**config.mk**
```make
export PLATFORM = sky130hd
export DESIGN_NAME = timed_event_scheduler
export DESIGN_NICKNAME = d
export VERILOG_FILES = /design/src/hw/rtl/tes_pkg.sv /design/src/hw/rtl/tes_ram.sv /design/src/hw/rtl/timed_event_scheduler.sv
export SDC_FILE = /design/constraint.sdc
export NUM_CORES = 2
export LEC_CHECK = 0
export ABC_AREA = 1
export BUFFER_PORTS_ARGS = -buffer_cell sky130_fd_sc_hd__buf_2
export CAP_MARGIN = 20
export CORE_MARGIN = 10
export CORE_UTILIZATION = 49
export CTS_CLUSTER_SIZE = 16
export DETAILED_ROUTE_END_ITERATION = 12
export PLACE_DENSITY = 0.73
export SLEW_MARGIN = 0
export SYNTH_ARGS = -nofsm -noshare
export SYNTH_HDL_FRONTEND = slang
export SYNTH_SLANG_ARGS = --single-unit
```
**constraint.sdc**
```tcl
create_clock -name clk -period 6.41 [get_ports clk]
set_input_delay 0 -clock clk [delete_from_list [all_inputs] [get_ports clk]]
set_output_delay 0 -clock clk [all_outputs]
set_load 0.005 [all_outputs]
```
**src/hw/rtl/tes_pkg.sv**
```systemverilog
// Shared types, codes and constants of the timed event scheduler.
`default_nettype none

package tes_pkg;

  // Field widths fixed by the interface.
  localparam int CfgWidth    = 24;
  localparam int NumCfg      = 6;
  localparam int CfgIdxWidth = 3;
  localparam int KindWidth   = 4;
  localparam int IndexWidth  = 2;
  localparam int OrderWidth  = 16;
  localparam int StatusWidth = 2;
  localparam int DelayWidth  = 24;
  localparam int StartWidth  = 24;

  // A tick reports at most this many events.
  localparam int MaxResults = 16;

  // Number of periodic events loaded at reset.
  localparam int StartCount = 8;
  localparam int StartIdxWidth = 3;

  // Result status codes.
  localparam logic [StatusWidth-1:0] STATUS_FIRED   = 2'd0;
  localparam logic [StatusWidth-1:0] STATUS_SCHED   = 2'd1;
  localparam logic [StatusWidth-1:0] STATUS_DROPPED = 2'd2;

  // Event kind codes.
  localparam logic [KindWidth-1:0] KIND_NONE     = 4'd0;
  localparam logic [KindWidth-1:0] KIND_DMA      = 4'd1;
  localparam logic [KindWidth-1:0] KIND_TIMER    = 4'd2;
  localparam logic [KindWidth-1:0] KIND_TONE     = 4'd3;
  localparam logic [KindWidth-1:0] KIND_LENGTH   = 4'd4;
  localparam logic [KindWidth-1:0] KIND_SWEEP    = 4'd5;
  localparam logic [KindWidth-1:0] KIND_ENVELOPE = 4'd6;
  localparam logic [KindWidth-1:0] KIND_DRAW     = 4'd7;
  localparam logic [KindWidth-1:0] KIND_HBLANK   = 4'd8;
  localparam logic [KindWidth-1:0] KIND_VBLANK   = 4'd9;
  localparam logic [KindWidth-1:0] KIND_LINE_INC = 4'd10;

  // Configuration register indexes.
  localparam logic [CfgIdxWidth-1:0] CFG_PSG_PERIOD      = 3'd0;
  localparam logic [CfgIdxWidth-1:0] CFG_LENGTH_PERIOD   = 3'd1;
  localparam logic [CfgIdxWidth-1:0] CFG_SWEEP_PERIOD    = 3'd2;
  localparam logic [CfgIdxWidth-1:0] CFG_ENVELOPE_PERIOD = 3'd3;
  localparam logic [CfgIdxWidth-1:0] CFG_LINE_PERIOD     = 3'd4;
  localparam logic [CfgIdxWidth-1:0] CFG_FRAME_PERIOD    = 3'd5;

  typedef logic [NumCfg-1:0][CfgWidth-1:0] cfg_array_t;

  // Register reset values, index 0 on the right.
  localparam cfg_array_t CfgReset = {
    24'd280896, 24'd1232, 24'd262144, 24'd131072, 24'd65536, 24'd4
  };

  // Kinds and due times of the events present after reset, slot 0 on the right.
  localparam logic [StartCount-1:0][KindWidth-1:0] StartKind = {
    KIND_VBLANK, KIND_LINE_INC, KIND_HBLANK, KIND_DRAW,
    KIND_ENVELOPE, KIND_SWEEP, KIND_LENGTH, KIND_TONE
  };
  localparam logic [StartCount-1:0][StartWidth-1:0] StartDue = {
    24'd197120, 24'd1232, 24'd1006, 24'd1,
    24'd262144, 24'd131072, 24'd65536, 24'd4
  };

  // Sequencer states.
  typedef enum logic [2:0] {
    S_IDLE,
    S_SCHED,
    S_SCAN,
    S_LAST,
    S_FIRE,
    S_DONE
  } tes_state_t;

  // Re-insertion period of a kind; zero for kinds that are removed when fired.
  // A period register written as zero acts as a period of one.
  function automatic logic [CfgWidth-1:0] period_of(input logic [KindWidth-1:0] kind,
                                                     input cfg_array_t cfg);
    logic [CfgWidth-1:0] p;
    logic periodic;
    p = '0;
    periodic = 1'b1;
    case (kind) inside
      KIND_TONE:                             p = cfg[CFG_PSG_PERIOD];
      KIND_LENGTH:                           p = cfg[CFG_LENGTH_PERIOD];
      KIND_SWEEP:                            p = cfg[CFG_SWEEP_PERIOD];
      KIND_ENVELOPE:                         p = cfg[CFG_ENVELOPE_PERIOD];
      KIND_DRAW, KIND_HBLANK, KIND_LINE_INC: p = cfg[CFG_LINE_PERIOD];
      KIND_VBLANK:                           p = cfg[CFG_FRAME_PERIOD];
      default:                               periodic = 1'b0;
    endcase
    if (periodic && (p == '0)) begin
      p = CfgWidth'(1);
    end
    return p;
  endfunction

endpackage

`default_nettype wire

```
**src/hw/rtl/tes_ram.sv**
```systemverilog
// Generic single-port-write, single-port-read RAM with registered read data.
`default_nettype none

module tes_ram #(
  parameter int WIDTH = 8,
  parameter int DEPTH = 16
) (
  input  wire logic                     clk,
  input  wire logic                     we,
  input  wire logic [$clog2(DEPTH)-1:0] waddr,
  input  wire logic [WIDTH-1:0]         wdata,
  input  wire logic [$clog2(DEPTH)-1:0] raddr,
  output logic      [WIDTH-1:0]         rdata
);

  logic [WIDTH-1:0] mem [DEPTH];

  // Write port.
  always_ff @(posedge clk) begin
    if (we) begin
      mem[waddr] <= wdata;
    end
  end

  // Registered read port.
  always_ff @(posedge clk) begin
    rdata <= mem[raddr];
  end

endmodule

`default_nettype wire

```
**src/hw/rtl/timed_event_scheduler.sv**
```systemverilog
// Top level of the timed event scheduler: event store, search sequencer and result port.
`default_nettype none

// A schedule command (in_mode = 1) takes the lowest free slot, or is dropped when none is
// free, and gives one result, registered out of S_SCHED; busy is high for one cycle. A tick
// command (in_mode = 0) searches the store for the earliest due event, once per fired event
// plus one final search. Each search reads the store through its single RAM read port, one
// slot per cycle, into one shared compare unit; a tick skips its final search when a cap
// ends it (16 results or QUEUE_DEPTH events handled). Results leave with out_strobe for one
// cycle each and cannot be held off; out_last marks the final result of a command, and a
// tick that fires nothing gives no result. Slots loaded at reset read from constants until
// first rewritten, so no clearing pass follows reset.
module timed_event_scheduler #(
  parameter int QUEUE_DEPTH = 16,
  parameter int TIME_WIDTH  = 64
) (
  input  wire logic                              clk,
  input  wire logic                              rst_n,
  // Command channel.
  input  wire logic                              start,
  output logic                                   busy,
  input  wire logic                              in_mode,
  input  wire logic [tes_pkg::DelayWidth-1:0]    in_delay,
  input  wire logic [tes_pkg::KindWidth-1:0]     in_event_kind,
  input  wire logic [tes_pkg::IndexWidth-1:0]    in_unit_index,
  // Result channel.
  output logic                                   out_strobe,
  output logic      [tes_pkg::StatusWidth-1:0]   out_status,
  output logic      [tes_pkg::KindWidth-1:0]     out_fired_kind,
  output logic      [tes_pkg::IndexWidth-1:0]    out_fired_index,
  output logic      [TIME_WIDTH-1:0]             out_fire_time,
  output logic                                   out_last,
  // Configuration write port.
  input  wire logic                              cfg_we,
  input  wire logic [tes_pkg::CfgIdxWidth-1:0]   cfg_index,
  input  wire logic [tes_pkg::CfgWidth-1:0]      cfg_wdata
);

  import tes_pkg::*;

  localparam int AW = $clog2(QUEUE_DEPTH);
  localparam int IW = $clog2(QUEUE_DEPTH + 1);
  localparam int RW = $clog2(MaxResults + 1);
  localparam int EW = TIME_WIDTH + KindWidth + IndexWidth + OrderWidth;
  localparam logic [QUEUE_DEPTH-1:0] ValidInit =
    {{(QUEUE_DEPTH - StartCount){1'b0}}, {StartCount{1'b1}}};

  // Control state.
  tes_state_t state_r, state_nxt;
  cfg_array_t cfg_r;
  logic [TIME_WIDTH-1:0]  now_r, now_nxt;
  logic [QUEUE_DEPTH-1:0] valid_r, valid_nxt;
  logic [QUEUE_DEPTH-1:0] written_r, written_nxt;
  logic [OrderWidth-1:0]  ins_cnt_r, ins_cnt_nxt;
  logic [AW-1:0]          scan_r, scan_nxt;
  logic                   cmp_en_r, cmp_en_nxt;
  logic                   best_found_r, best_found_nxt;
  logic [IW-1:0]          iter_r, iter_nxt;
  logic [RW-1:0]          res_r, res_nxt;
  logic                   pend_valid_r, pend_valid_nxt;
  logic                   strobe_r, strobe_nxt;

  // Payload state.
  logic [DelayWidth-1:0]  cmd_delay_r;
  logic [KindWidth-1:0]   cmd_kind_r;
  logic [IndexWidth-1:0]  cmd_index_r;
  logic [AW-1:0]          addr_q_r;
  logic [AW-1:0]          best_addr_r, best_addr_nxt;
  logic [TIME_WIDTH-1:0]  best_due_r, best_due_nxt;
  logic [KindWidth-1:0]   best_kind_r, best_kind_nxt;
  logic [IndexWidth-1:0]  best_index_r, best_index_nxt;
  logic [OrderWidth-1:0]  best_order_r, best_order_nxt;
  logic [KindWidth-1:0]   pend_kind_r, pend_kind_nxt;
  logic [IndexWidth-1:0]  pend_index_r, pend_index_nxt;
  logic [StatusWidth-1:0] status_r, status_nxt;
  logic [KindWidth-1:0]   kind_r, kind_nxt;
  logic [IndexWidth-1:0]  index_r, index_nxt;
  logic [TIME_WIDTH-1:0]  time_r, time_nxt;
  logic                   last_r, last_nxt;

  // Store port.
  logic          ram_we;
  logic [AW-1:0] ram_waddr;
  logic [EW-1:0] ram_wdata;
  logic [AW-1:0] ram_raddr;
  logic [EW-1:0] ram_rdata;

  // Candidate slot as read back, and fire-stage decode.
  logic [TIME_WIDTH-1:0] cand_due;
  logic [KindWidth-1:0]  cand_kind;
  logic [IndexWidth-1:0] cand_index;
  logic [OrderWidth-1:0] cand_order;
  logic                  cand_take;
  logic [CfgWidth-1:0]   fire_period;
  logic                  fire_reported;
  logic [IW-1:0]         iter_inc;
  logic [RW-1:0]         res_inc;
  logic                  fire_stop;
  logic [AW-1:0]         free_idx;
  logic                  free_found;
  logic                  accept;

  assign busy   = (state_r != S_IDLE);
  assign accept = start && !busy;

  tes_ram #(
    .WIDTH(EW),
    .DEPTH(QUEUE_DEPTH)
  ) u_store (
    .clk   (clk),
    .we    (ram_we),
    .waddr (ram_waddr),
    .wdata (ram_wdata),
    .raddr (ram_raddr),
    .rdata (ram_rdata)
  );

  // Slots never rewritten since reset read as their reset contents.
  always_comb begin
    if (written_r[addr_q_r]) begin
      {cand_due, cand_kind, cand_index, cand_order} = ram_rdata;
    end else begin
      cand_due   = TIME_WIDTH'(StartDue[addr_q_r[StartIdxWidth-1:0]]);
      cand_kind  = StartKind[addr_q_r[StartIdxWidth-1:0]];
      cand_index = '0;
      cand_order = OrderWidth'(addr_q_r[StartIdxWidth-1:0]);
    end
  end

  // Shared compare unit: is the candidate valid, due and earlier than the best so far (a tie goes to the lower order)?
  assign cand_take = valid_r[addr_q_r] && (cand_due <= now_r) &&
                     (!best_found_r || (cand_due < best_due_r) ||
                      ((cand_due == best_due_r) && (cand_order < best_order_r)));

  // Lowest free slot for a schedule command.
  always_comb begin
    free_idx   = '0;
    free_found = 1'b0;
    for (int i = QUEUE_DEPTH - 1; i >= 0; i--) begin
      if (!valid_r[i]) begin
        free_idx   = AW'(i);
        free_found = 1'b1;
      end
    end
  end

  // Fire-stage decode of the chosen event.
  assign fire_period   = period_of(best_kind_r, cfg_r);
  assign fire_reported = (best_kind_r != KIND_NONE);
  assign iter_inc      = iter_r + IW'(1);
  assign res_inc       = res_r + RW'(fire_reported);
  assign fire_stop     = (iter_inc == IW'(QUEUE_DEPTH)) || (res_inc == RW'(MaxResults));

  // Next state.
  always_comb begin
    state_nxt = state_r;
    unique case (state_r)
      S_IDLE: begin
        if (accept) begin
          state_nxt = in_mode ? S_SCHED : S_SCAN;
        end
      end
      S_SCHED: state_nxt = S_IDLE;
      S_SCAN: begin
        if (scan_r == AW'(QUEUE_DEPTH - 1)) begin
          state_nxt = S_LAST;
        end
      end
      S_LAST: state_nxt = S_FIRE;
      S_FIRE: begin
        if (!best_found_r || fire_stop) begin
          state_nxt = S_DONE;
        end else begin
          state_nxt = S_SCAN;
        end
      end
      S_DONE: state_nxt = S_IDLE;
      default: state_nxt = S_IDLE;
    endcase
  end

  // Datapath and store control for each state.
  always_comb begin
    now_nxt        = now_r;
    valid_nxt      = valid_r;
    written_nxt    = written_r;
    ins_cnt_nxt    = ins_cnt_r;
    scan_nxt       = scan_r;
    cmp_en_nxt     = 1'b0;
    best_found_nxt = best_found_r;
    best_addr_nxt  = best_addr_r;
    best_due_nxt   = best_due_r;
    best_kind_nxt  = best_kind_r;
    best_index_nxt = best_index_r;
    best_order_nxt = best_order_r;
    iter_nxt       = iter_r;
    res_nxt        = res_r;
    pend_valid_nxt = pend_valid_r;
    pend_kind_nxt  = pend_kind_r;
    pend_index_nxt = pend_index_r;
    strobe_nxt     = 1'b0;
    status_nxt     = status_r;
    kind_nxt       = kind_r;
    index_nxt      = index_r;
    time_nxt       = time_r;
    last_nxt       = last_r;
    ram_we         = 1'b0;
    ram_waddr      = best_addr_r;
    ram_wdata      = {TIME_WIDTH'(now_r + TIME_WIDTH'(fire_period)),
                      best_kind_r, best_index_r, ins_cnt_r};
    ram_raddr      = scan_r;

    unique case (state_r)
      S_IDLE: begin
        // A tick starts its first search with clean counters.
        scan_nxt       = '0;
        best_found_nxt = 1'b0;
        iter_nxt       = '0;
        res_nxt        = '0;
      end

      S_SCHED: begin
        strobe_nxt = 1'b1;
        kind_nxt   = cmd_kind_r;
        index_nxt  = cmd_index_r;
        time_nxt   = now_r;
        last_nxt   = 1'b1;
        if (free_found) begin
          status_nxt            = STATUS_SCHED;
          ram_we                = 1'b1;
          ram_waddr             = free_idx;
          ram_wdata             = {TIME_WIDTH'(now_r + TIME_WIDTH'(cmd_delay_r)),
                                   cmd_kind_r, cmd_index_r, ins_cnt_r};
          valid_nxt[free_idx]   = 1'b1;
          written_nxt[free_idx] = 1'b1;
          ins_cnt_nxt           = ins_cnt_r + OrderWidth'(1);
        end else begin
          status_nxt = STATUS_DROPPED;
        end
      end

      S_SCAN, S_LAST: begin
        // Issue one slot read per cycle; compare the slot read in the cycle before.
        if (state_r == S_SCAN) begin
          cmp_en_nxt = 1'b1;
          scan_nxt   = scan_r + AW'(1);
        end
        if (cmp_en_r && cand_take) begin
          best_found_nxt = 1'b1;
          best_addr_nxt  = addr_q_r;
          best_due_nxt   = cand_due;
          best_kind_nxt  = cand_kind;
          best_index_nxt = cand_index;
          best_order_nxt = cand_order;
        end
      end

      S_FIRE: begin
        scan_nxt       = '0;
        best_found_nxt = 1'b0;
        if (best_found_r) begin
          iter_nxt = iter_inc;
          res_nxt  = res_inc;
          // A reported event waits one step so that the final one can carry last.
          if (fire_reported) begin
            if (pend_valid_r) begin
              strobe_nxt = 1'b1;
              status_nxt = STATUS_FIRED;
              kind_nxt   = pend_kind_r;
              index_nxt  = pend_index_r;
              time_nxt   = now_r;
              last_nxt   = 1'b0;
            end
            pend_valid_nxt = 1'b1;
            pend_kind_nxt  = best_kind_r;
            pend_index_nxt = best_index_r;
          end
          // Periodic kinds go back in one period later; others leave the store.
          if (fire_period != '0) begin
            ram_we                   = 1'b1;
            written_nxt[best_addr_r] = 1'b1;
            ins_cnt_nxt              = ins_cnt_r + OrderWidth'(1);
          end else begin
            valid_nxt[best_addr_r] = 1'b0;
          end
        end
      end

      S_DONE: begin
        if (pend_valid_r) begin
          strobe_nxt     = 1'b1;
          status_nxt     = STATUS_FIRED;
          kind_nxt       = pend_kind_r;
          index_nxt      = pend_index_r;
          time_nxt       = now_r;
          last_nxt       = 1'b1;
          pend_valid_nxt = 1'b0;
        end
        now_nxt = now_r + TIME_WIDTH'(1);
      end

      default: begin
      end
    endcase
  end

  // Control registers.
  always_ff @(posedge clk) begin
    if (!rst_n) begin
      state_r      <= S_IDLE;
      cfg_r        <= CfgReset;
      now_r        <= '0;
      valid_r      <= ValidInit;
      written_r    <= '0;
      ins_cnt_r    <= OrderWidth'(StartCount);
      scan_r       <= '0;
      cmp_en_r     <= 1'b0;
      best_found_r <= 1'b0;
      iter_r       <= '0;
      res_r        <= '0;
      pend_valid_r <= 1'b0;
      strobe_r     <= 1'b0;
    end else begin
      state_r      <= state_nxt;
      now_r        <= now_nxt;
      valid_r      <= valid_nxt;
      written_r    <= written_nxt;
      ins_cnt_r    <= ins_cnt_nxt;
      scan_r       <= scan_nxt;
      cmp_en_r     <= cmp_en_nxt;
      best_found_r <= best_found_nxt;
      iter_r       <= iter_nxt;
      res_r        <= res_nxt;
      pend_valid_r <= pend_valid_nxt;
      strobe_r     <= strobe_nxt;
      if (cfg_we && (cfg_index < CfgIdxWidth'(NumCfg))) begin
        cfg_r[cfg_index] <= cfg_wdata;
      end
    end
  end

  // Payload registers.
  always_ff @(posedge clk) begin
    if (accept) begin
      cmd_delay_r <= in_delay;
      cmd_kind_r  <= in_event_kind;
      cmd_index_r <= in_unit_index;
    end
    addr_q_r     <= scan_r;
    best_addr_r  <= best_addr_nxt;
    best_due_r   <= best_due_nxt;
    best_kind_r  <= best_kind_nxt;
    best_index_r <= best_index_nxt;
    best_order_r <= best_order_nxt;
    pend_kind_r  <= pend_kind_nxt;
    pend_index_r <= pend_index_nxt;
    status_r     <= status_nxt;
    kind_r       <= kind_nxt;
    index_r      <= index_nxt;
    time_r       <= time_nxt;
    last_r       <= last_nxt;
  end

  assign out_strobe      = strobe_r;
  assign out_status      = status_r;
  assign out_fired_kind  = kind_r;
  assign out_fired_index = index_r;
  assign out_fire_time   = time_r;
  assign out_last        = last_r;

endmodule

`default_nettype wire
```
-- Word-level counts from Yosys, hierarchy flattened
Memory sizes are Yosys's and may differ from the RTL's. A register that Yosys moved wholly into a read port is not among the register bits.
Cells that the tools add are included.
- reduce and logical (&&, ||, !) cells: 41
- equality and inequality tests: 28
- bitwise operators: 5
- $add $sub $neg: 7
- magnitude comparators: 12
- mux-type cells: 126
- operators with widths (operator ; count):
    two-way mux 64 bit ; 4
    two-way mux 24 bit ; 9
    one-hot mux 64 bit (3 select lines) ; 1
    two-way mux 86 bit ; 2
    two-way mux 16 bit ; 10
    bitwise mux 144 bit ; 1
    adder 64 x 24 -> 64 bit ; 2
    two-way mux 4 bit ; 24
    one-hot mux 16 bit (2 select lines) ; 3
    demux 24 bit (select 3 bit) ; 1
    adder 64 x 1 -> 64 bit (second input constant) ; 1
    equality test 64 bit ; 1
    less-or-equal comparator 64 bit ; 1
    < comparator 64 bit ; 1
    OR 16 bit ; 3
    two-way mux 1 bit ; 42
    zero test 24 bit ; 1
    nonzero test 24 bit ; 1
    inequality test 2 bit (second input constant) ; 11
    one-hot mux 5 bit (2 select lines) ; 2
    adder 16 x 1 -> 16 bit (second input constant) ; 1
    bitwise AND 16 bit ; 1
    equality test 4 x 3 -> 1 bit (second input constant) ; 4
    equality test 4 bit (second input constant) ; 4
    other kinds (39) ; 88
- memories kept: 3
- input bits: 62
- memory bits (read-only): 224
- memory bits (writable): 1376
- word-level logic and storage cells: 256
- register bits: 480
- memory list (name ; depth ; bits a word ; rd ports ; clocked after Yosys merged registers in ; wr ports ; line ; source):
    u_store.mem ; 16 ; 86 ; 1 ; 1 ; 1 ; tes_ram.sv:16 ; logic [WIDTH-1:0] mem [DEPTH];
    (name not given) ; 8 ; 24 ; 1 ; 1 ; 0 ; timed_event_scheduler.sv:123 ; cand_due = TIME_WIDTH'(StartDue[addr_q_r[StartIdxWidth-1:0]]);
    (name not given) ; 8 ; 4 ; 1 ; 1 ; 0 ; timed_event_scheduler.sv:124 ; cand_kind = StartKind[addr_q_r[StartIdxWidth-1:0]];

-- Longest topological paths before layout
- depth in word-level cells: 23
- mapped depth: 30
- gate-level depth less buffers: 29

-- Cells and area by module
From an unflattened synthesis, not the netlist that was laid out.
- cell total of the unflattened synthesis: 9279
- area, all modules: 88117.0 sq um
- by module, submodules not included (module ; times used ; seq. area each (sq um) ; area an instance (sq um) ; cells each):
    tes_ram ; 1 ; 43041.3 ; 60400.4 ; 5648
    timed_event_scheduler ; 1 ; 11861.4 ; 27716.6 ; 3631

-- Worst setup path before layout
OpenSTA, ideal clock, no wires.
- path kind: flip-flop to flip-flop
- from: register valid_r[6]
- to: memory u_store.mem[12][0] (netlist bit), enable pin
- stages on the path, launching flop included: 12
- buffers on the path: 1
- path slack: 0.611 ns
- clock period less this slack: 5.799 ns
- arrival time: 5.268 ns
- cells stage by stage: dfxtp_1 inv_1 nor3_2 inv_1 nor2_1 inv_1 nor2_2 nor2_1 buf_2 o21ai_0 nand2_1 nor2_1
- longest elaborated chain between the ends: 11
- elaborated cells between the ends (all ways): 20
- ends and longest elaborated chain (element ; line ; source):
    start, declared ; timed_event_scheduler.sv:52 ; logic [QUEUE_DEPTH-1:0] valid_r, valid_nxt;
    start signal, assigned ; timed_event_scheduler.sv:313 ; valid_r <= ValidInit;
    start signal, assigned ; timed_event_scheduler.sv:326 ; valid_r <= valid_nxt;
    two-way mux 1 bit (7 in a row) ; timed_event_scheduler.sv:140 ; if (!valid_r[i]) begin
    two-way mux 1 bit ; timed_event_scheduler.sv:228 ; if (free_found) begin
    one-hot mux 1 bit (2 select lines) ; timed_event_scheduler.sv:213 ; unique case (state_r)
    two-way mux 1 bit ; tes_ram.sv:20 ; if (we) begin
    two-way mux 1 bit (not written as such) ; tes_ram.sv:21 ; mem[waddr] <= wdata;
    end, declared ; tes_ram.sv:16 ;
Several ways; a longest one is shown, not always the timed one.

-- Final worst setup path
- from: register best_kind_r[0]
- to: memory u_store.mem[4][51] (netlist bit) (data pin)
- longest elaborated chain between the ends: 13
- elaborated cells between the ends (all ways): 27
- ends and longest elaborated chain (element ; line ; source):
    start, declared ; timed_event_scheduler.sv:70 ; logic [KindWidth-1:0] best_kind_r, best_kind_nxt;
    start signal, assigned ; timed_event_scheduler.sv:352 ; best_kind_r <= best_kind_nxt;
    equality test 4 x 3 -> 1 bit or equality test 4 bit (tied branches) ; timed_event_scheduler.sv:148 ; assign fire_period = period_of(best_kind_r, cfg_r);
    OR reduction 3 bit or two-way mux 24 bit (tied branches) ; tes_pkg.sv:85 ; case (kind) inside
    two-way mux 24 bit (5 in a row) ; tes_pkg.sv:85 ;
    zero test 24 bit ; tes_pkg.sv:94 ; if (periodic && (p == '0)) begin
    logical AND 1 bit ; tes_pkg.sv:94 ;
    two-way mux 24 bit (*) ; tes_pkg.sv:94 ;
    adder 64 x 24 -> 64 bit (*) ; timed_event_scheduler.sv:209 ; ram_wdata = {TIME_WIDTH'(now_r + TIME_WIDTH'(fire_period)),
    two-way mux 86 bit ; timed_event_scheduler.sv:228 ;
    two-way mux 86 bit (*) ; timed_event_scheduler.sv:213 ;
    named net ram_wdata[51] ; timed_event_scheduler.sv:84 ; logic [EW-1:0] ram_wdata;
Mark *: on every way through the listed nets, which the timed path passes. The rest lies on a longest branch.

==> flow_metrics.py <==
metrics = {
    "cells_and_area": {
        "fin_nets": 7928,
        "final_core_util_pct": 56.13,
        "area_delta_synth_final_pct": 14.00,
        "final_cell_mix": "1575 x edfxtp_1, 1326 x nor2_1, 986 x o21ai_0, 751 x nand2_1, 536 x inv_1",
        "multi_input_area_um2": 23970,
        "fill_cells": 13460,
        "ff_latch_area_um2": 54920,
        "finalInstanceArea_um2": 93760,
        "layout_commonest_cell": "edfxtp_1",
        "drive_gt1_share_pct": 8.582,
    },
    "clocking": {
        "cts_num_sinks": 1955,
        "numCtsBuffers": 189,
        "cts_tree": "built",
        "cts.path.max_buffers": 3,
        "htreeDepth": 4,
        "clk_pin_slew_worst_paths_ns": 0.06,
        "clock_latency_ns": 0.86,
        "cts_root_buffer": "clkbuf_16",
    },
    "route": {
        "dr.pass1.iters": 6,
        "drtIter0Drc": 8030,
        "dr_total_vias": 60090,
        "detail-route-antenna-nets": 0,
        "viasPerCell": 5.987,
        "drc": 0,
        "wirelength_mm": 250.2,
        "post_drt_wl_per_cell_um": 24.93,
    },
    "floorplanning": {
        "die_width_um": 429.7,
        "rows": 150,
        "die_area_um2": 184600,
        "initial_core_util_pct": 49.24,
        "ioPinCount": 137,
        "die_y_um": 429.7,
        "core-area_um2": 167000,
    },
    "timing": {
        "slew_headroom_pct": 22.12,
        "layout_min_cycle_time_ns": 5.805,
        "worstMarginPinSlew_ns": 1.164,
        "max_clock_freq_ghz": 0.1723,
        "finalSetupViolations": 0,
        "rsz0062_at_grt": "false",
        "skew_ns": 0.06579,
        "finalSetupTns_ns": 0,
        "hold_viol_final": 0,
        "period_share_pct": 90.55,
        "slew_viol_final": 0,
    },
    "worst_setup_path": {
        "cp_max_fo": 16,
        "cp_cell_sequence": "inv_1 > nor2_1 > nand3_1 > clkinvlp_4 > buf_12 > a22o_1 > a21oi_1 > nand4_1 > nor3_1 > nor3b_1 > nand3_1 > nand2_1 > ha_1 > nand3_1 > nand2_1 > nand2_1 > a21oi_1 > nand3_1 > nand2_1 > a21boi_0 > o21ai_0 > nand2_1 > a21oi_2 > xor2_1",
        "path_common_cell": "nand2_1",
        "crit_slowest_cell": "xor2_1",
        "worstSetupPathType": "reg -> reg",
        "start_kind": "flop",
        "cp_data_required_time_ns": 6.90,
        "slowest_delay_ns": 0.95,
        "critPathCaptureType": "flop",
        "cp.arrival_ns": 6.29,
    },
    "placement": {
        "postPlaceCellArea_um2": 85800,
        "dp_hpwl_mm": 149.4,
        "place.gp.congestion": 1.014,
        "io_buffers": 136,
    },
    "hold_path": {
        "hold_class": "in -> reg",
    },
    "global_routing": {
        "grt_pass1_wl_mm": 368.1,
        "overflow": 0,
        "grt_max_degree": 201,
        "grt_antenna_before_repair": 5,
        "grt_pass1_vias": 57670,
        "grt_usage_pct": 26.16,
    },
    "synthesis": {
        "synth_top_family_by_area": "simple AND/OR/NAND/NOR gates",
        "netlist.area_leader.share_pct": 57.51,
        "netlist_instances": 7434,
        "async_flop_share_pct": 0,
        "synthTopCellsByArea": "edfxtp_1 58%, dfxtp_1 9.2%, nor2_1 6.1%",
        "syn_avg_cell_area_um2": 11.06,
        "yosys.area.top_type": "edfxtp_1",
        "synth_nets": 7699,
        "synth-seq-cells": 1955,
        "synth_xor_xnor_area_share_pct": 0.7667,
        "synth_area_um2": 82250,
        "yosys.area_share.adder_pct": 3.107,
        "ys_warn_count": 0,
        "synthMuxAreaShare_pct": 0.7956,
        "synth-edff-count": 1575,
        "seq_area_frac_synth_pct": 66.75,
        "ys.flop_type": "edfxtp_1",
        "yosys.area_share.simple_pct": 12.25,
        "synth.distinct_cells": 65,
        "synth_compound_area_share_pct": 12.06,
    },
    "outcome": {
        "outcome": "finished clean",
    },
    "power_and_ir_drop": {
        "total_leakage_power_nw": 34.28,
        "power_density_nw_per_um2": 349.4,
        "finalPower_mw": 32.76,
        "ir_worst_vdd_mv": 0.3729,
    },
    "run": {
        "maxCapViolations": 0,
    },
}
## routing by layer
metal	up-vias	share of wire, %	global-route usage (%)
met5	-	0.012	0
met2	3551	46	41.45
met3	646	10	4.943
met4	6	5.4	13.15
met1	29050	38	34.50
li1	26830	-	-
## Yosys cell counts, drive strengths merged (41+ instances only)
| cell | instances |
|---|---|
| o221ai | 154 |
| mux2i | 62 |
| nor2 | 1348 |
| o22ai | 159 |
| xor2 | 64 |
| nor3 | 105 |
| ha | 201 |
| o21ai | 996 |
| dfxtp | 380 |
| buf | 41 |
| inv | 565 |
| nand3 | 148 |
| clkbuf | 317 |
| a21oi | 290 |
| nand4 | 51 |
| nand2 | 758 |
| edfxtp | 1575 |
## worst paths after layout
kind,startpoint,end,slack [ns],depth (start not counted)
worst max-delay path,best_kind_r[0]$_DFFE_PP_,u_store.mem[4][51]$_DFFE_PP_,0.61,24
worst min-delay path,cfg_wdata[2],cfg_r[50]$_SDFFE_PN0P_,0.04,4
worst min register to register,written_r[15]$_SDFFE_PN0P_,written_r[15]$_SDFFE_PN0P_,0.46,2
worst max register to register,best_kind_r[0]$_DFFE_PP_,u_store.mem[4][51]$_DFFE_PP_,0.61,24
## per-stage QoR
stage	std cells	setup WS (ns)	hold WS (ns)
6_report	10040	0.6055	0.03984
5_1_grt	10030	0.08824	0.04903
4_1_cts	10020	0.3826	0.0003754
3_5_place_dp	9546	0.4144	0.1781
3_3_place_gp	9546	0.5366	0.1767
2_1_floorplan	7434	0.6106	0.09887
## layout make-up
cell class	count	share of cell area (%)
repair buffers	396	3.551
well taps	2204	2.941
diodes	3	0.008007
inverters	573	2.374
multi-input cells	4548	25.57
clock buffers	258	5.617
flip-flops and latches	1955	58.58
clock inverters	100	1.364
## critical path: cells and delay by family (launching register included)
family,cells,cell delay [ns]
AND/OR/NAND/NOR,13,1.90
AO/OA/AOI/OAI,6,1.46
XOR/XNOR,1,0.95
buffers and inverters,3,0.49
flip-flops,1,0.46
adder cells (fa/ha/maj),1,0.17
## timing repair
action / CTS / global route
gates resized for setup: 0 / 11
buffers inserted: 0 / 3
endpoints found under the setup margin: 0 / 147
hold buffers: 120 / 0
endpoints found under the hold margin: 272 / 0
## sequential cells by signal, summed over array words and instances (netlist names), 16 cells and up, named ones only
register / count
out_fire_time: 64
u_store.rdata: 86
best_due_r: 64
ins_cnt_r: 16
cmd_delay_r: 24
now_r: 64
written_r: 16
valid_r: 16
cfg_r: 144
best_order_r: 16
u_store.mem: 1376
## cell families after synthesis
group / count (synthesis)
AOI/OAI and AO/OA: 1741
xor gates and xnor gates: 72
adders and majority gates: 203
buffers and inverters: 931
DFF: 1955
muxes: 65
and+or+nand+nor: 2467
## report_power, final
| part | switching [mW] | internal, mW |
|---|---|---|
| Sequential | 0.402 | 14.6 |
| Clock | 4.95 | 6.63 |
| Combinational | 4.40 | 1.74 |
| Total | 9.75 | 23.0 |
Power figures use the tool's default switching activity.
